**src/sv/mtep_pkg.sv**
```systemverilog
// Package with shared types, constants and codes for the MIDI track event parser.
`timescale 1ns / 1ps

package mtep_pkg;

   localparam int TimeWidthDefault = 32;
   localparam logic [14:0] FilePpqnReset = 15'd96;
   localparam logic [15:0] OutPpqnReset = 16'd192;

   // Register indexes of the configuration port.
   localparam logic CsrFilePpqn = 1'b0;
   localparam logic CsrOutPpqn  = 1'b1;

   // Result kinds.
   localparam logic [1:0] KindChannel = 2'd0;
   localparam logic [1:0] KindEnd     = 2'd1;
   localparam logic [1:0] KindBadSysex = 2'd2;
   localparam logic [1:0] KindEndOdd  = 2'd3;

   typedef struct packed {
      logic [7:0] data_byte;
      logic       track_first;
      logic       track_last;
   } req_type;

   typedef struct packed {
      logic [1:0]  kind;
      logic [7:0]  status;
      logic [7:0]  data1;
      logic [6:0]  data2;
      logic [31:0] tick;
   } rsp_type;

   // Command from the controller to the scaling datapath.
   typedef struct packed {
      logic       start;
      logic [1:0] kind;
      logic [7:0] status;
      logic [7:0] data1;
      logic [6:0] data2;
   } mtep_cmd_type;

   // Status from the datapath back to the controller.
   typedef struct packed {
      logic busy;
   } mtep_sts_type;

endpackage

```
**src/sv/mtep_scale.sv**
```systemverilog
// Datapath: multiplies the track time by out_ppqn and divides by file_ppqn bit-serially.
`timescale 1ns / 1ps

module mtep_scale #(
   parameter int TIME_WIDTH = mtep_pkg::TimeWidthDefault
) (
   input  logic                          clock,
   input  logic                          reset,
   input  logic [TIME_WIDTH-1:0]         time_total,
   input  logic [14:0]                   file_ppqn,
   input  logic [15:0]                   out_ppqn,
   input  mtep_pkg::mtep_cmd_type        cmd,
   output mtep_pkg::mtep_sts_type        sts,
   output logic                          rsp_valid,
   input  logic                          rsp_stall,
   output mtep_pkg::rsp_type             rsp_data
);
   import mtep_pkg::*;

   localparam int ProdWidth = TIME_WIDTH + 16;
   localparam int CntWidth = $clog2(ProdWidth + 2);
   localparam logic [CntWidth-1:0] LastBit = CntWidth'(ProdWidth - 1);

   typedef enum logic [1:0] {
      ST_IDLE,
      ST_MUL,
      ST_DIV,
      ST_OUT
   } state_type;

   state_type            state_ff, state_in;
   logic [ProdWidth-1:0] prod_ff, prod_in;
   logic [15:0]          rem_ff, rem_in;
   logic [14:0]          div_ff, div_in;
   logic [CntWidth-1:0]  cnt_ff, cnt_in;
   mtep_cmd_type         hold_ff, hold_in;
   logic [16:0]          trial;
   logic [15:0]          shifted;
   logic [ProdWidth-1:0] mul_a;

   assign mul_a = ProdWidth'(time_total);
   assign shifted = {rem_ff[14:0], prod_ff[ProdWidth-1]};
   assign trial = {1'b0, shifted} - {2'b00, div_ff};

   // Multiply, then one restoring-division step per cycle over the product bits, then hold the result until taken.
   always_comb begin
      state_in = state_ff;
      prod_in  = prod_ff;
      rem_in   = rem_ff;
      div_in   = div_ff;
      cnt_in   = cnt_ff;
      hold_in  = hold_ff;
      unique case (state_ff)
         ST_IDLE: begin
            if (cmd.start) begin
               hold_in  = cmd;
               div_in   = (file_ppqn == 15'd0) ? 15'd1 : file_ppqn;
               state_in = ST_MUL;
            end
         end
         ST_MUL: begin
            prod_in  = mul_a * ProdWidth'(out_ppqn);
            rem_in   = '0;
            cnt_in   = '0;
            state_in = ST_DIV;
         end
         ST_DIV: begin
            if (!trial[16]) begin
               rem_in  = trial[15:0];
               prod_in = {prod_ff[ProdWidth-2:0], 1'b1};
            end else begin
               rem_in  = shifted;
               prod_in = {prod_ff[ProdWidth-2:0], 1'b0};
            end
            cnt_in = cnt_ff + 1'b1;
            if (cnt_ff == LastBit) state_in = ST_OUT;
         end
         ST_OUT: begin
            if (!rsp_stall) state_in = ST_IDLE;
         end
         default: state_in = ST_IDLE;
      endcase
   end

   always_ff @(posedge clock) begin
      if (reset) begin
         state_ff <= ST_IDLE;
      end else begin
         state_ff <= state_in;
      end
      prod_ff <= prod_in;
      rem_ff  <= rem_in;
      div_ff  <= div_in;
      cnt_ff  <= cnt_in;
      hold_ff <= hold_in;
   end

   assign sts.busy = (state_ff != ST_IDLE);
   assign rsp_valid = (state_ff == ST_OUT);
   assign rsp_data.kind   = hold_ff.kind;
   assign rsp_data.status = hold_ff.status;
   assign rsp_data.data1  = hold_ff.data1;
   assign rsp_data.data2  = hold_ff.data2;
   assign rsp_data.tick   = prod_ff[31:0];

`ifndef SYNTHESIS
   a_start_idle: assert property (@(posedge clock) disable iff (reset)
      cmd.start |-> state_ff == ST_IDLE) else $error("start while busy");
   a_out_hold: assert property (@(posedge clock) disable iff (reset)
      rsp_valid && rsp_stall |=> rsp_valid) else $error("result dropped");
   a_div_nonzero: assert property (@(posedge clock) disable iff (reset)
      state_ff == ST_DIV |-> div_ff != 15'd0) else $error("zero divisor");
`endif

endmodule

```
**src/sv/mtep_ctrl.sv**
```systemverilog
// Controller: byte parser state machine with running status, deltas and sysex handling.
`timescale 1ns / 1ps

module mtep_ctrl #(
   parameter int TIME_WIDTH = mtep_pkg::TimeWidthDefault
) (
   input  logic                   clock,
   input  logic                   reset,
   input  logic                   req_valid,
   output logic                   req_stall,
   input  mtep_pkg::req_type      req_data,
   input  mtep_pkg::mtep_sts_type sts,
   output mtep_pkg::mtep_cmd_type cmd,
   output logic [TIME_WIDTH-1:0]  time_total
);
   import mtep_pkg::*;

   typedef enum logic [3:0] {
      PH_DELTA, PH_STATUS, PH_DATA1, PH_DATA2, PH_ONE, PH_META_TYPE,
      PH_META_LEN, PH_META_END, PH_SYX_LEN, PH_SYX_BODY, PH_CUE_HI,
      PH_CUE_LO, PH_SKIP
   } phase_type;

   phase_type             phase_ff, phase_in;
   logic [7:0]            rs_ff, rs_in;
   logic [TIME_WIDTH-1:0] time_ff, time_in;
   logic [TIME_WIDTH-1:0] vlq_ff, vlq_in;
   logic [31:0]           rem_ff, rem_in;
   logic                  done_ff, done_in;
   logic [7:0]            held_ff [4];
   logic [7:0]            held0_in;
   logic [1:0]            body_ff, body_in;
   logic                  accept;
   logic [7:0]            b;
   logic [7:0]            st;
   logic [31:0]           len_next;
   phase_type             route_ph, eff_ph;
   mtep_cmd_type          cmd_in;

   // The time must stay put until the scaler has sampled it.
   assign req_stall = sts.busy || cmd.start;
   assign accept = req_valid && !req_stall;
   assign b = req_data.data_byte;
   assign time_total = time_ff;
   assign len_next = {rem_ff[24:0], b[6:0]};

   // Phase that a status byte leads to.
   always_comb begin
      priority if (st[7:4] == 4'h8 || st[7:4] == 4'h9 || st[7:4] == 4'hA ||
                   st[7:4] == 4'hB || st[7:4] == 4'hE) route_ph = PH_DATA1;
      else if (st[7:4] == 4'hC || st[7:4] == 4'hD) route_ph = PH_ONE;
      else if (st == 8'hFF) route_ph = PH_META_TYPE;
      else if (st == 8'hF0) route_ph = PH_SYX_LEN;
      else route_ph = PH_DELTA;
   end

   // Next-state logic for one accepted byte.
   always_comb begin
      logic [TIME_WIDTH-1:0] t0;
      logic [TIME_WIDTH-1:0] v0;
      logic [7:0]            rs0;
      phase_type             ph0;
      logic                  dn0;
      t0 = req_data.track_first ? '0 : time_ff;
      v0 = req_data.track_first ? '0 : vlq_ff;
      rs0 = req_data.track_first ? 8'hFF : rs_ff;
      ph0 = req_data.track_first ? PH_DELTA : phase_ff;
      dn0 = req_data.track_first ? 1'b0 : done_ff;
      phase_in = ph0;
      rs_in = rs0;
      time_in = t0;
      vlq_in = v0;
      rem_in = req_data.track_first ? '0 : rem_ff;
      done_in = dn0;
      held0_in = held_ff[0];
      body_in = body_ff;
      cmd_in = '0;
      st = (ph0 == PH_STATUS && b[7]) ? b : rs0;
      eff_ph = ph0;
      if (ph0 == PH_STATUS && !b[7]) begin
         eff_ph = route_ph;
         if (route_ph == PH_SYX_LEN) rem_in = '0;
      end
      if (!dn0) begin
         unique case (eff_ph)
            PH_DELTA: begin
               if (b[7]) begin
                  vlq_in = {v0[TIME_WIDTH-8:0], b[6:0]};
               end else begin
                  time_in = t0 + {v0[TIME_WIDTH-8:0], b[6:0]};
                  vlq_in = '0;
                  phase_in = PH_STATUS;
               end
            end
            PH_STATUS: begin
               rs_in = b;
               phase_in = route_ph;
               if (route_ph == PH_SYX_LEN) rem_in = '0;
            end
            PH_DATA1: begin
               held0_in = b;
               phase_in = PH_DATA2;
            end
            PH_DATA2: begin
               phase_in = PH_DELTA;
               cmd_in.start = 1'b1;
               cmd_in.kind = KindChannel;
               cmd_in.data1 = held_ff[0];
               if (rs0[7:4] == 4'h9 && b == 8'h00) begin
                  cmd_in.status = {4'h8, rs0[3:0]};
                  cmd_in.data2 = 7'd127;
               end else begin
                  cmd_in.status = rs0;
                  cmd_in.data2 = b[6:0];
               end
            end
            PH_ONE: begin
               phase_in = PH_DELTA;
               cmd_in.start = 1'b1;
               cmd_in.kind = KindChannel;
               cmd_in.status = rs0;
               cmd_in.data1 = b;
            end
            PH_META_TYPE: begin
               if (b == 8'h2F) begin
                  phase_in = PH_META_END;
               end else begin
                  rem_in = '0;
                  phase_in = PH_META_LEN;
               end
            end
            PH_META_LEN: begin
               rem_in = len_next;
               if (!b[7]) phase_in = (len_next != 32'd0) ? PH_SKIP : PH_DELTA;
            end
            PH_META_END: begin
               done_in = 1'b1;
               phase_in = PH_DELTA;
               cmd_in.start = 1'b1;
               cmd_in.kind = (b != 8'h00) ? KindEndOdd : KindEnd;
               cmd_in.status = 8'hFF;
            end
            PH_SYX_LEN: begin
               rem_in = len_next;
               if (!b[7]) begin
                  if (len_next < 32'd4) begin
                     phase_in = (len_next != 32'd0) ? PH_SKIP : PH_DELTA;
                     cmd_in.start = 1'b1;
                     cmd_in.kind = KindBadSysex;
                     cmd_in.status = 8'hF0;
                  end else begin
                     rem_in = len_next - 32'd4;
                     body_in = 2'd0;
                     phase_in = PH_SYX_BODY;
                  end
               end
            end
            PH_SYX_BODY: begin
               body_in = body_ff + 2'd1;
               if (body_ff == 2'd3) begin
                  if (held_ff[0] == 8'h7F && held_ff[2] == 8'h05) begin
                     if (b == 8'h05 || b == 8'h06) begin
                        phase_in = PH_CUE_HI;
                     end else begin
                        phase_in = (rem_ff != 32'd0) ? PH_SKIP : PH_DELTA;
                        cmd_in.start = 1'b1;
                        cmd_in.kind = KindBadSysex;
                        cmd_in.status = 8'hF0;
                     end
                  end else begin
                     phase_in = (rem_ff != 32'd0) ? PH_SKIP : PH_DELTA;
                  end
               end
            end
            PH_CUE_HI: phase_in = PH_CUE_LO;
            PH_CUE_LO: begin
               rem_in = (rem_ff >= 32'd2) ? rem_ff - 32'd2 : 32'd0;
               phase_in = (rem_ff > 32'd2) ? PH_SKIP : PH_DELTA;
               cmd_in.start = 1'b1;
               cmd_in.kind = KindChannel;
               cmd_in.status = (held_ff[3] == 8'h05) ? 8'h90 : 8'h80;
               cmd_in.data1 = b;
            end
            PH_SKIP: begin
               if (rem_ff != 32'd0) rem_in = rem_ff - 32'd1;
               if (rem_ff <= 32'd1) phase_in = PH_DELTA;
            end
            default: begin
               phase_in = PH_DELTA;
               vlq_in = '0;
            end
         endcase
      end
      if (req_data.track_last) begin
         phase_in = PH_DELTA;
         vlq_in = '0;
         rem_in = '0;
         done_in = 1'b1;
      end
   end

   // State register and held bytes.
   always_ff @(posedge clock) begin
      if (reset) begin
         phase_ff <= PH_DELTA;
         rs_ff <= 8'hFF;
         time_ff <= '0;
         vlq_ff <= '0;
         rem_ff <= '0;
         done_ff <= 1'b0;
         body_ff <= '0;
         cmd <= '0;
      end else begin
         cmd <= '0;
         if (accept) begin
            phase_ff <= phase_in;
            rs_ff <= rs_in;
            time_ff <= time_in;
            vlq_ff <= vlq_in;
            rem_ff <= rem_in;
            done_ff <= done_in;
            body_ff <= body_in;
            cmd <= cmd_in;
         end
      end
      if (accept && !done_ff && !req_data.track_first) begin
         if (eff_ph == PH_DATA1) held_ff[0] <= held0_in;
         if (eff_ph == PH_SYX_BODY) held_ff[body_ff] <= b;
      end else if (accept && req_data.track_first && eff_ph == PH_DATA1) begin
         held_ff[0] <= held0_in;
      end
   end

`ifndef SYNTHESIS
   a_no_accept_busy: assert property (@(posedge clock) disable iff (reset)
      sts.busy |-> !accept) else $error("byte taken while scaling");
   a_cmd_from_accept: assert property (@(posedge clock) disable iff (reset)
      cmd.start |-> $past(accept)) else $error("spurious command");
   a_done_silent: assert property (@(posedge clock) disable iff (reset)
      accept && done_ff && !req_data.track_first |=> !cmd.start)
      else $error("event after end");
`endif

endmodule

```
**src/sv/midi_track_event_parser_core.sv**
```systemverilog
// Top level of the MIDI track event parser: configuration registers, controller and scaler.
`timescale 1ns / 1ps

// Takes one byte of a track chunk per beat and returns channel, end-of-track and
// bad-sysex events with their time scaled to time*out_ppqn/file_ppqn. Bytes that
// cause no event are taken back to back; after a byte that causes an event the
// input stalls until the scaler is idle again: past the accept, the command
// register, the multiply state, TIME_WIDTH+16 steps of a bit-serial restoring
// divider over the product, and the output state. A stalled result holds the
// input longer, as it waits in the output register until taken. Registers:
// index 0 file_ppqn, index 1 out_ppqn.
module midi_track_event_parser_core #(
   parameter int TIME_WIDTH = mtep_pkg::TimeWidthDefault
) (
   input  logic              clock,
   input  logic              reset,
   input  logic              req_valid,
   output logic              req_stall,
   input  mtep_pkg::req_type req_data,
   output logic              rsp_valid,
   input  logic              rsp_stall,
   output mtep_pkg::rsp_type rsp_data,
   input  logic              csr_write,
   input  logic              csr_index,
   input  logic [15:0]       csr_data
);
   import mtep_pkg::*;

   logic [14:0]           file_ppqn_ff;
   logic [15:0]           out_ppqn_ff;
   logic [TIME_WIDTH-1:0] time_total;
   mtep_cmd_type          cmd;
   mtep_sts_type          sts;

   // Configuration registers.
   always_ff @(posedge clock) begin
      if (reset) begin
         file_ppqn_ff <= FilePpqnReset;
         out_ppqn_ff <= OutPpqnReset;
      end else if (csr_write) begin
         unique case (csr_index)
            CsrFilePpqn: file_ppqn_ff <= csr_data[14:0];
            CsrOutPpqn:  out_ppqn_ff <= csr_data;
            default: ;
         endcase
      end
   end

   mtep_ctrl #(.TIME_WIDTH(TIME_WIDTH)) u_ctrl (
      .clock(clock), .reset(reset), .req_valid(req_valid), .req_stall(req_stall),
      .req_data(req_data), .sts(sts), .cmd(cmd), .time_total(time_total)
   );

   mtep_scale #(.TIME_WIDTH(TIME_WIDTH)) u_scale (
      .clock(clock), .reset(reset), .time_total(time_total),
      .file_ppqn(file_ppqn_ff), .out_ppqn(out_ppqn_ff), .cmd(cmd), .sts(sts),
      .rsp_valid(rsp_valid), .rsp_stall(rsp_stall), .rsp_data(rsp_data)
   );

endmodule

```
**config.mk**
```make
export PLATFORM = sky130hd
export DESIGN_NAME = midi_track_event_parser_core
export DESIGN_NICKNAME = d
export VERILOG_FILES = /design/src/sv/mtep_pkg.sv /design/src/sv/mtep_scale.sv /design/src/sv/mtep_ctrl.sv /design/src/sv/midi_track_event_parser_core.sv
export SDC_FILE = /design/constraint.sdc
export NUM_CORES = 2
export LEC_CHECK = 0
export BUFFER_PORTS_ARGS = -buffer_cell sky130_fd_sc_hd__buf_2
export CAP_MARGIN = 5
export CORE_MARGIN = 1
export CORE_UTILIZATION = 30
export CTS_BUF_LIST = sky130_fd_sc_hd__clkbuf_4 sky130_fd_sc_hd__clkbuf_8 sky130_fd_sc_hd__clkbuf_16
export DETAILED_ROUTE_END_ITERATION = 7
export PLACE_DENSITY = 0.56
export SYNTH_ARGS = -nofsm -noshare
export SYNTH_HDL_FRONTEND = slang
export SYNTH_SLANG_ARGS = --single-unit
```
**constraint.sdc**
```tcl
create_clock -name clock -period 6.8 [get_ports clock]
set_input_delay 1.02 -clock clock [delete_from_list [all_inputs] [get_ports clock]]
set_output_delay 1.02 -clock clock [all_outputs]
set_load 0.01 [all_outputs]
```
# Word-level counts from Yosys, hierarchy flattened
# Memories as Yosys holds them, arrays and structs flattened.
# Index checks and enable logic that the tools add are counted.
# classes
n_addsub	7
n_eq_ne	40
n_lt_le_gt_ge	4
n_mul	1
mux	88
reduce_logical	40
bitwise	5
# ops
cell	n
2-to-1 mux 32 bit	19
one-hot mux 32 bit (6 select lines)	1
one-hot mux 48 bit (2 select lines)	1
2-to-1 mux 4 bit	19
2-to-1 mux 8 bit	9
one-hot mux 11 bit (6 select lines)	1
one-hot mux 32 bit (2 select lines)	1
nonzero test 32 bit	2
== test 4 bit, second input constant	14
2-to-1 mux 11 bit	5
multiplier 32 x 16 -> 48 bit	1
one-hot mux 4 bit (10 select lines)	1
adder 32 bit	1
== test 8 x 3 -> 1 bit, second input constant	4
greater-or-equal comparator 32 x 2 -> 1 bit, second input constant	1
greater-than comparator 32 x 2 -> 1 bit, second input constant	1
<= comparator 32 x 1 -> 1 bit, second input constant	1
less-than comparator 32 x 3 -> 1 bit, second input constant	1
subtractor 32 x 1 -> 32 bit, second input constant	1
subtractor 32 x 2 -> 32 bit, second input constant	1
subtractor 32 x 3 -> 32 bit, second input constant	1
one-hot mux 15 bit (2 select lines)	1
subtractor 16 x 15 -> 17 bit	1
== test 4 x 3 -> 1 bit, second input constant	4
other kinds (40)	93
# word_totals
input_bits	32
out_inout_bits	59
reg_bits	279
n_memories	1
ram_bits	32
# mem_list
name	words	width	read_ports	rd_clocked_by_memory_dff	wr	line	rtl
u_ctrl.held_ff	4	8	3	0	1	mtep_ctrl.sv:30	logic [7:0] held_ff [4];

# Logic depth before layout (Yosys ltp)
# logic_depth
ltp_word	18
depth_mapped	26
depth_no_buf	25

# By module
# Synthesis repeated with hierarchy kept, for this count alone.
# hier_totals
hier_cells	3856
hier_area_um2	33597.2
# modules_own_cells
module	area_per_inst_um2	instances	cells_per_inst	seq_area_each_um2
mtep_scale	21576.9	1	2329	3313.2
mtep_ctrl	10692.8	1	1403	3323.2
midi_track_event_parser_core	1327.5	1	124	620.6

# Worst setup path after synthesis
# OpenSTA, ideal clock, no wires.
# synth_path
path_type	register -> register
start	register u_ctrl.time_ff[7], in the netlist u_ctrl.time_total[7]
end	register u_scale.prod_ff[47] (data pin)
path_stages_with_launch	26
path_slack_ns	0.164
arrival_ns	6.376
period_less_slack_ns	6.636
setup_ns	0.260
path_cell_list	dfxtp_1 > clkbuf_1 > nand2_1 > fa_1 > inv_1 > fa_1 > inv_1 > fa_1 > inv_1 > fa_1 > fa_1 > inv_1 > fa_1 > inv_1 > ha_1 > a21o_1 > a31o_2 > a311oi_1 > o41ai_2 > a21oi_2 > a31oi_4 > a211oi_1 > o31ai_1 > a21oi_1 > xnor2_1 > mux2_2
# synth_via
elab_chain_len	2
# synth_lines
element	line	rtl
start, declared	mtep_ctrl.sv:26	logic [TIME_WIDTH-1:0] time_ff, time_in;
start signal, assigned	mtep_ctrl.sv:218	time_ff <= time_in;
multiplier 32 x 16 -> 48 bit	mtep_scale.sv:62	prod_in = mul_a * ProdWidth'(out_ppqn);
one-hot mux 48 bit (2 select lines)	mtep_scale.sv:53	unique case (state_ff)
via u_scale.prod_in[47]	mtep_scale.sv:32	logic [ProdWidth-1:0] prod_ff, prod_in;
end signal, assigned	mtep_scale.sv:91	prod_ff <= prod_in;
end, declared	mtep_scale.sv:32	
# The timed path passes the listed nets, and every way through them passes these cells.
# A chain may end at the register's enable or synchronous reset.

# Worst setup path in the final report
# layout_path
start	register u_ctrl.time_ff[8], in the netlist u_ctrl.time_total[8]
end	register u_scale.prod_ff[46] (data pin)
# Same word-level chain as after synthesis.

==> impl_metrics.csv <==
group,metric,value,unit
synthesis,synth_top_area_frac,0.255,
finish,nNetsFinal,4519,
synthesis,async_flop_share,0,
setup_path,cp.required,7.17,ns
synthesis,synthesis.nets,4457,
synthesis,synth_edf_count,133,
finish,area_growth,13.2,%
sta,final-hold-violation-count,0,
placement,gp_congestion,0.901,
sta,timing.fmax,151,MHz
sta,rsz0062_at_grt,"true",
floorplanning,ios,91,
floorplanning,start_util,0.303,
global_route,track_usage,0.171,
global_route,antenna_found_initial,3,
finish,fin_cells,5331,
sta,finalCritPeriodShare,0.973,
clocking,clock-sinks,296,
clocking,cts.clk_slew.worst_paths,0.06,ns
placement,placed_area,35700,um2
job,maxCapViolations,0,
setup_path,worstPathMaxFanout,13,
placement,hpwl,72.7,mm
clocking,numCtsBuffers,37,
global_route,grt_pass1_wl,153,mm
sta,max_slew_margin,0.220,
finish,drive_gt1_frac,0.122,
synthesis,synth.most_common_cell,"nand2_1",
clocking,cts_tree,"yes",
drt,viasPerCell,5.01,
synthesis,yosysWarnings,0,
floorplanning,die_area,111000,um2
sta,fin_crit,6.62,ns
floorplanning,chipWidth,334,um
setup_path,cp_data_arrival_time,6.98,ns
drt,dr.pass1.iters,5,
setup_path,rrSetupSlack,0.18,ns
sta,finClkSkew,0.0500,ns
power,power_density,128,nW/um2
global_route,grt_max_degree,88,
synthesis,syn_area_per_cell,8.63,um2
setup_path,end_kind,"flop",
setup_path,cp-start-kind,"flop",
drt,drc,0,
drt,via_count,26718,
clocking,cts_buffer_depth,3,
synthesis,synth_commonest_cells,"nand2_1, inv_1, fa_1",
sta,slew_viol_final,0,
drt,routed_wirelength,95.2,mm
synthesis,synth_area_leaders,"fa_1, edfxtp_1, dfxtp_1",
power,p_leak,16.4,nW
placement,numPortBuffers,90,
status,run_status,"finished clean",
synthesis,synthCells,3825,
sta,setup_viol,0,
power,vdd_drop_max,162,uV
drt,drtIter0Drc,1992,
drt,wl_per_cell,17.9,um
global_route,first_global_vias,27101,
drt,ant_nets,0,
synthesis,syn_area,33000,um2
floorplanning,core_area,109000,um2
clocking,hold_buffers,0,
synthesis,ys_ff_latch,296,
sta,worst_pin_slew,1.17,ns
finish,design_area,37400,um2
floorplanning,die_y,334,um
clocking,ctsRootBufferMaster,"clkbuf_16",
synthesis,yosys_most_used_dff,"dfxtp_1",
placement,placedCellCount,5251,
clocking,htree_levels,2,
hold_path,hold_path_class,"reg -> reg",
clocking,insertion_delay,0.63,ns
synthesis,ys_seq_area_frac,0.220,
setup_path,worst-setup-path-type,"reg -> reg",
synthesis,yosysUniqueCellTypes,92,
global_route,overflow,0,
floorplanning,rows,121,
synthesis,synth_top_cell_by_area,"fa_1",
## report_power, final
group / switching [W] / internal [W] / total [W]
Combinational: 0.000486 / 0.000246 / 0.000732
Clock: 0.000909 / 0.00115 / 0.00206
Sequential: 0.0000523 / 0.00193 / 0.00198
Total: 0.00145 / 0.00333 / 0.00478
## final timing paths
path | start | end | cells past startpoint
setup / recovery | u_ctrl.time_total[8] | u_scale.prod_ff[46] | 23
hold / removal | u_ctrl.cmd[21] | u_scale.rsp_data[53] | 0
setup reg to reg | u_ctrl.time_total[8] | u_scale.prod_ff[46] | 23
hold reg to reg | u_ctrl.cmd[21] | u_scale.rsp_data[53] | 0
## flip-flops by register name (all words and copies together) (netlist names), 2 cells and up
register and flops:
u_scale.div_ff 15, out_ppqn_ff 16, u_ctrl.time_total 32, u_ctrl.cmd 26
u_ctrl.body_ff 2, u_ctrl.vlq_ff 25, u_ctrl.held_ff 24, u_scale.cnt_ff 6
u_scale.state_ff 2, u_scale.rem_ff 15, u_ctrl.rem_ff 32, u_scale.prod_ff 48
u_ctrl.rs_ff 8, u_ctrl.phase_ff 4, file_ppqn_ff 15, u_scale.rsp_data 25
## placed cells by master, fill, tap and decap left out, types with 11 or more instances in the layout
| cell | n |
|---|---|
| nand2_1 | 552 |
| inv_1 | 502 |
| fa_1 | 403 |
| and2_1 | 215 |
| nor2_1 | 209 |
| a21oi_1 | 185 |
| o21ai_0 | 178 |
| ha_1 | 174 |
| buf_4 | 174 |
| dfxtp_1 | 143 |
| edfxtp_1 | 133 |
| buf_2 | 89 |
| nor2b_1 | 65 |
| nor3_1 | 65 |
| nand3_1 | 61 |
| a22oi_1 | 57 |
| xnor2_1 | 48 |
| a21o_1 | 45 |
| nand2b_1 | 37 |
| clkbuf_16 | 37 |
| xor2_1 | 33 |
| a31oi_1 | 30 |
| o22ai_1 | 26 |
| and3_1 | 22 |
| nor4_1 | 19 |
| o21a_1 | 18 |
| o31ai_1 | 18 |
| buf_12 | 18 |
| fa_2 | 17 |
| mux2_2 | 16 |
| a22o_1 | 16 |
| a211oi_1 | 15 |
| mux2i_1 | 14 |
| nand4_1 | 13 |
| dfxtp_4 | 12 |
| o211ai_1 | 11 |
## routing by layer
layer  GRT usage  share of wire  vias to the layer above
met5           0        0.00022                        -
met4      0.0445          0.023                        4
met3      0.0227          0.054                      117
met2       0.287           0.47                      719
met1       0.232           0.45                    13262
li1            -              -                    12616
## worst max-delay path, cell delays in order (launching register included)
cell,delay [ns]
dfxtp_4,0.35
buf_12,0.14
buf_4,0.15
and2_4,0.14
fa_1,0.45
fa_1,0.52
fa_1,0.45
fa_1,0.51
fa_1,0.52
inv_1,0.05
fa_1,0.52
inv_2,0.05
ha_4,0.20
buf_4,0.14
a21o_1,0.15
a221o_1,0.32
a21oi_2,0.16
buf_4,0.15
a31oi_4,0.12
a311o_1,0.38
a21o_1,0.24
o31ai_2,0.27
xnor2_1,0.11
mux2_2,0.27
## final cells by class
cell class | instances | area (um2)
multi-input combinational | 2760 | 23000
timing repair buffer | 286 | 2170
antenna | 1 | 2.50
sequential | 296 | 7310
tap | 1414 | 1770
fill | 11300 | 71600
clock buffer | 43 | 990
clock inverter | 25 | 272
inverter | 506 | 1900
## through the flow
stage                     utilization  power [W]  hold WS [ns]  worst slack, ns  setup TNS (ns)
after detailed placement        0.328    0.00275         0.389           -0.225          -0.971
after global routing            0.343    0.00499         0.407          -0.0814          -0.145
after floorplan                     -    0.00249         0.386            0.164               0
after CTS                       0.340    0.00485         0.399         -0.00380        -0.00380
final                           0.343    0.00478         0.399            0.185               0
after global placement          0.328    0.00274         0.386           -0.161          -0.448
## kinds of logic after synthesis
family          synth area share
buf+inv                   0.0929
simple gates               0.192
compound gates             0.141
flops                      0.220
fa+ha+maj                  0.323
mux                      0.00970
xor+xnor                  0.0215
## repair_timing
item                                    in CTS  in global routing
endpoints found under the setup margin       9                 15
setup buffers                                0                 16
pin swaps                                    1                 36
hold endpoints to repair                     0                  0
gates resized for setup                     18                 74
(Power assumes the default switching activity.)
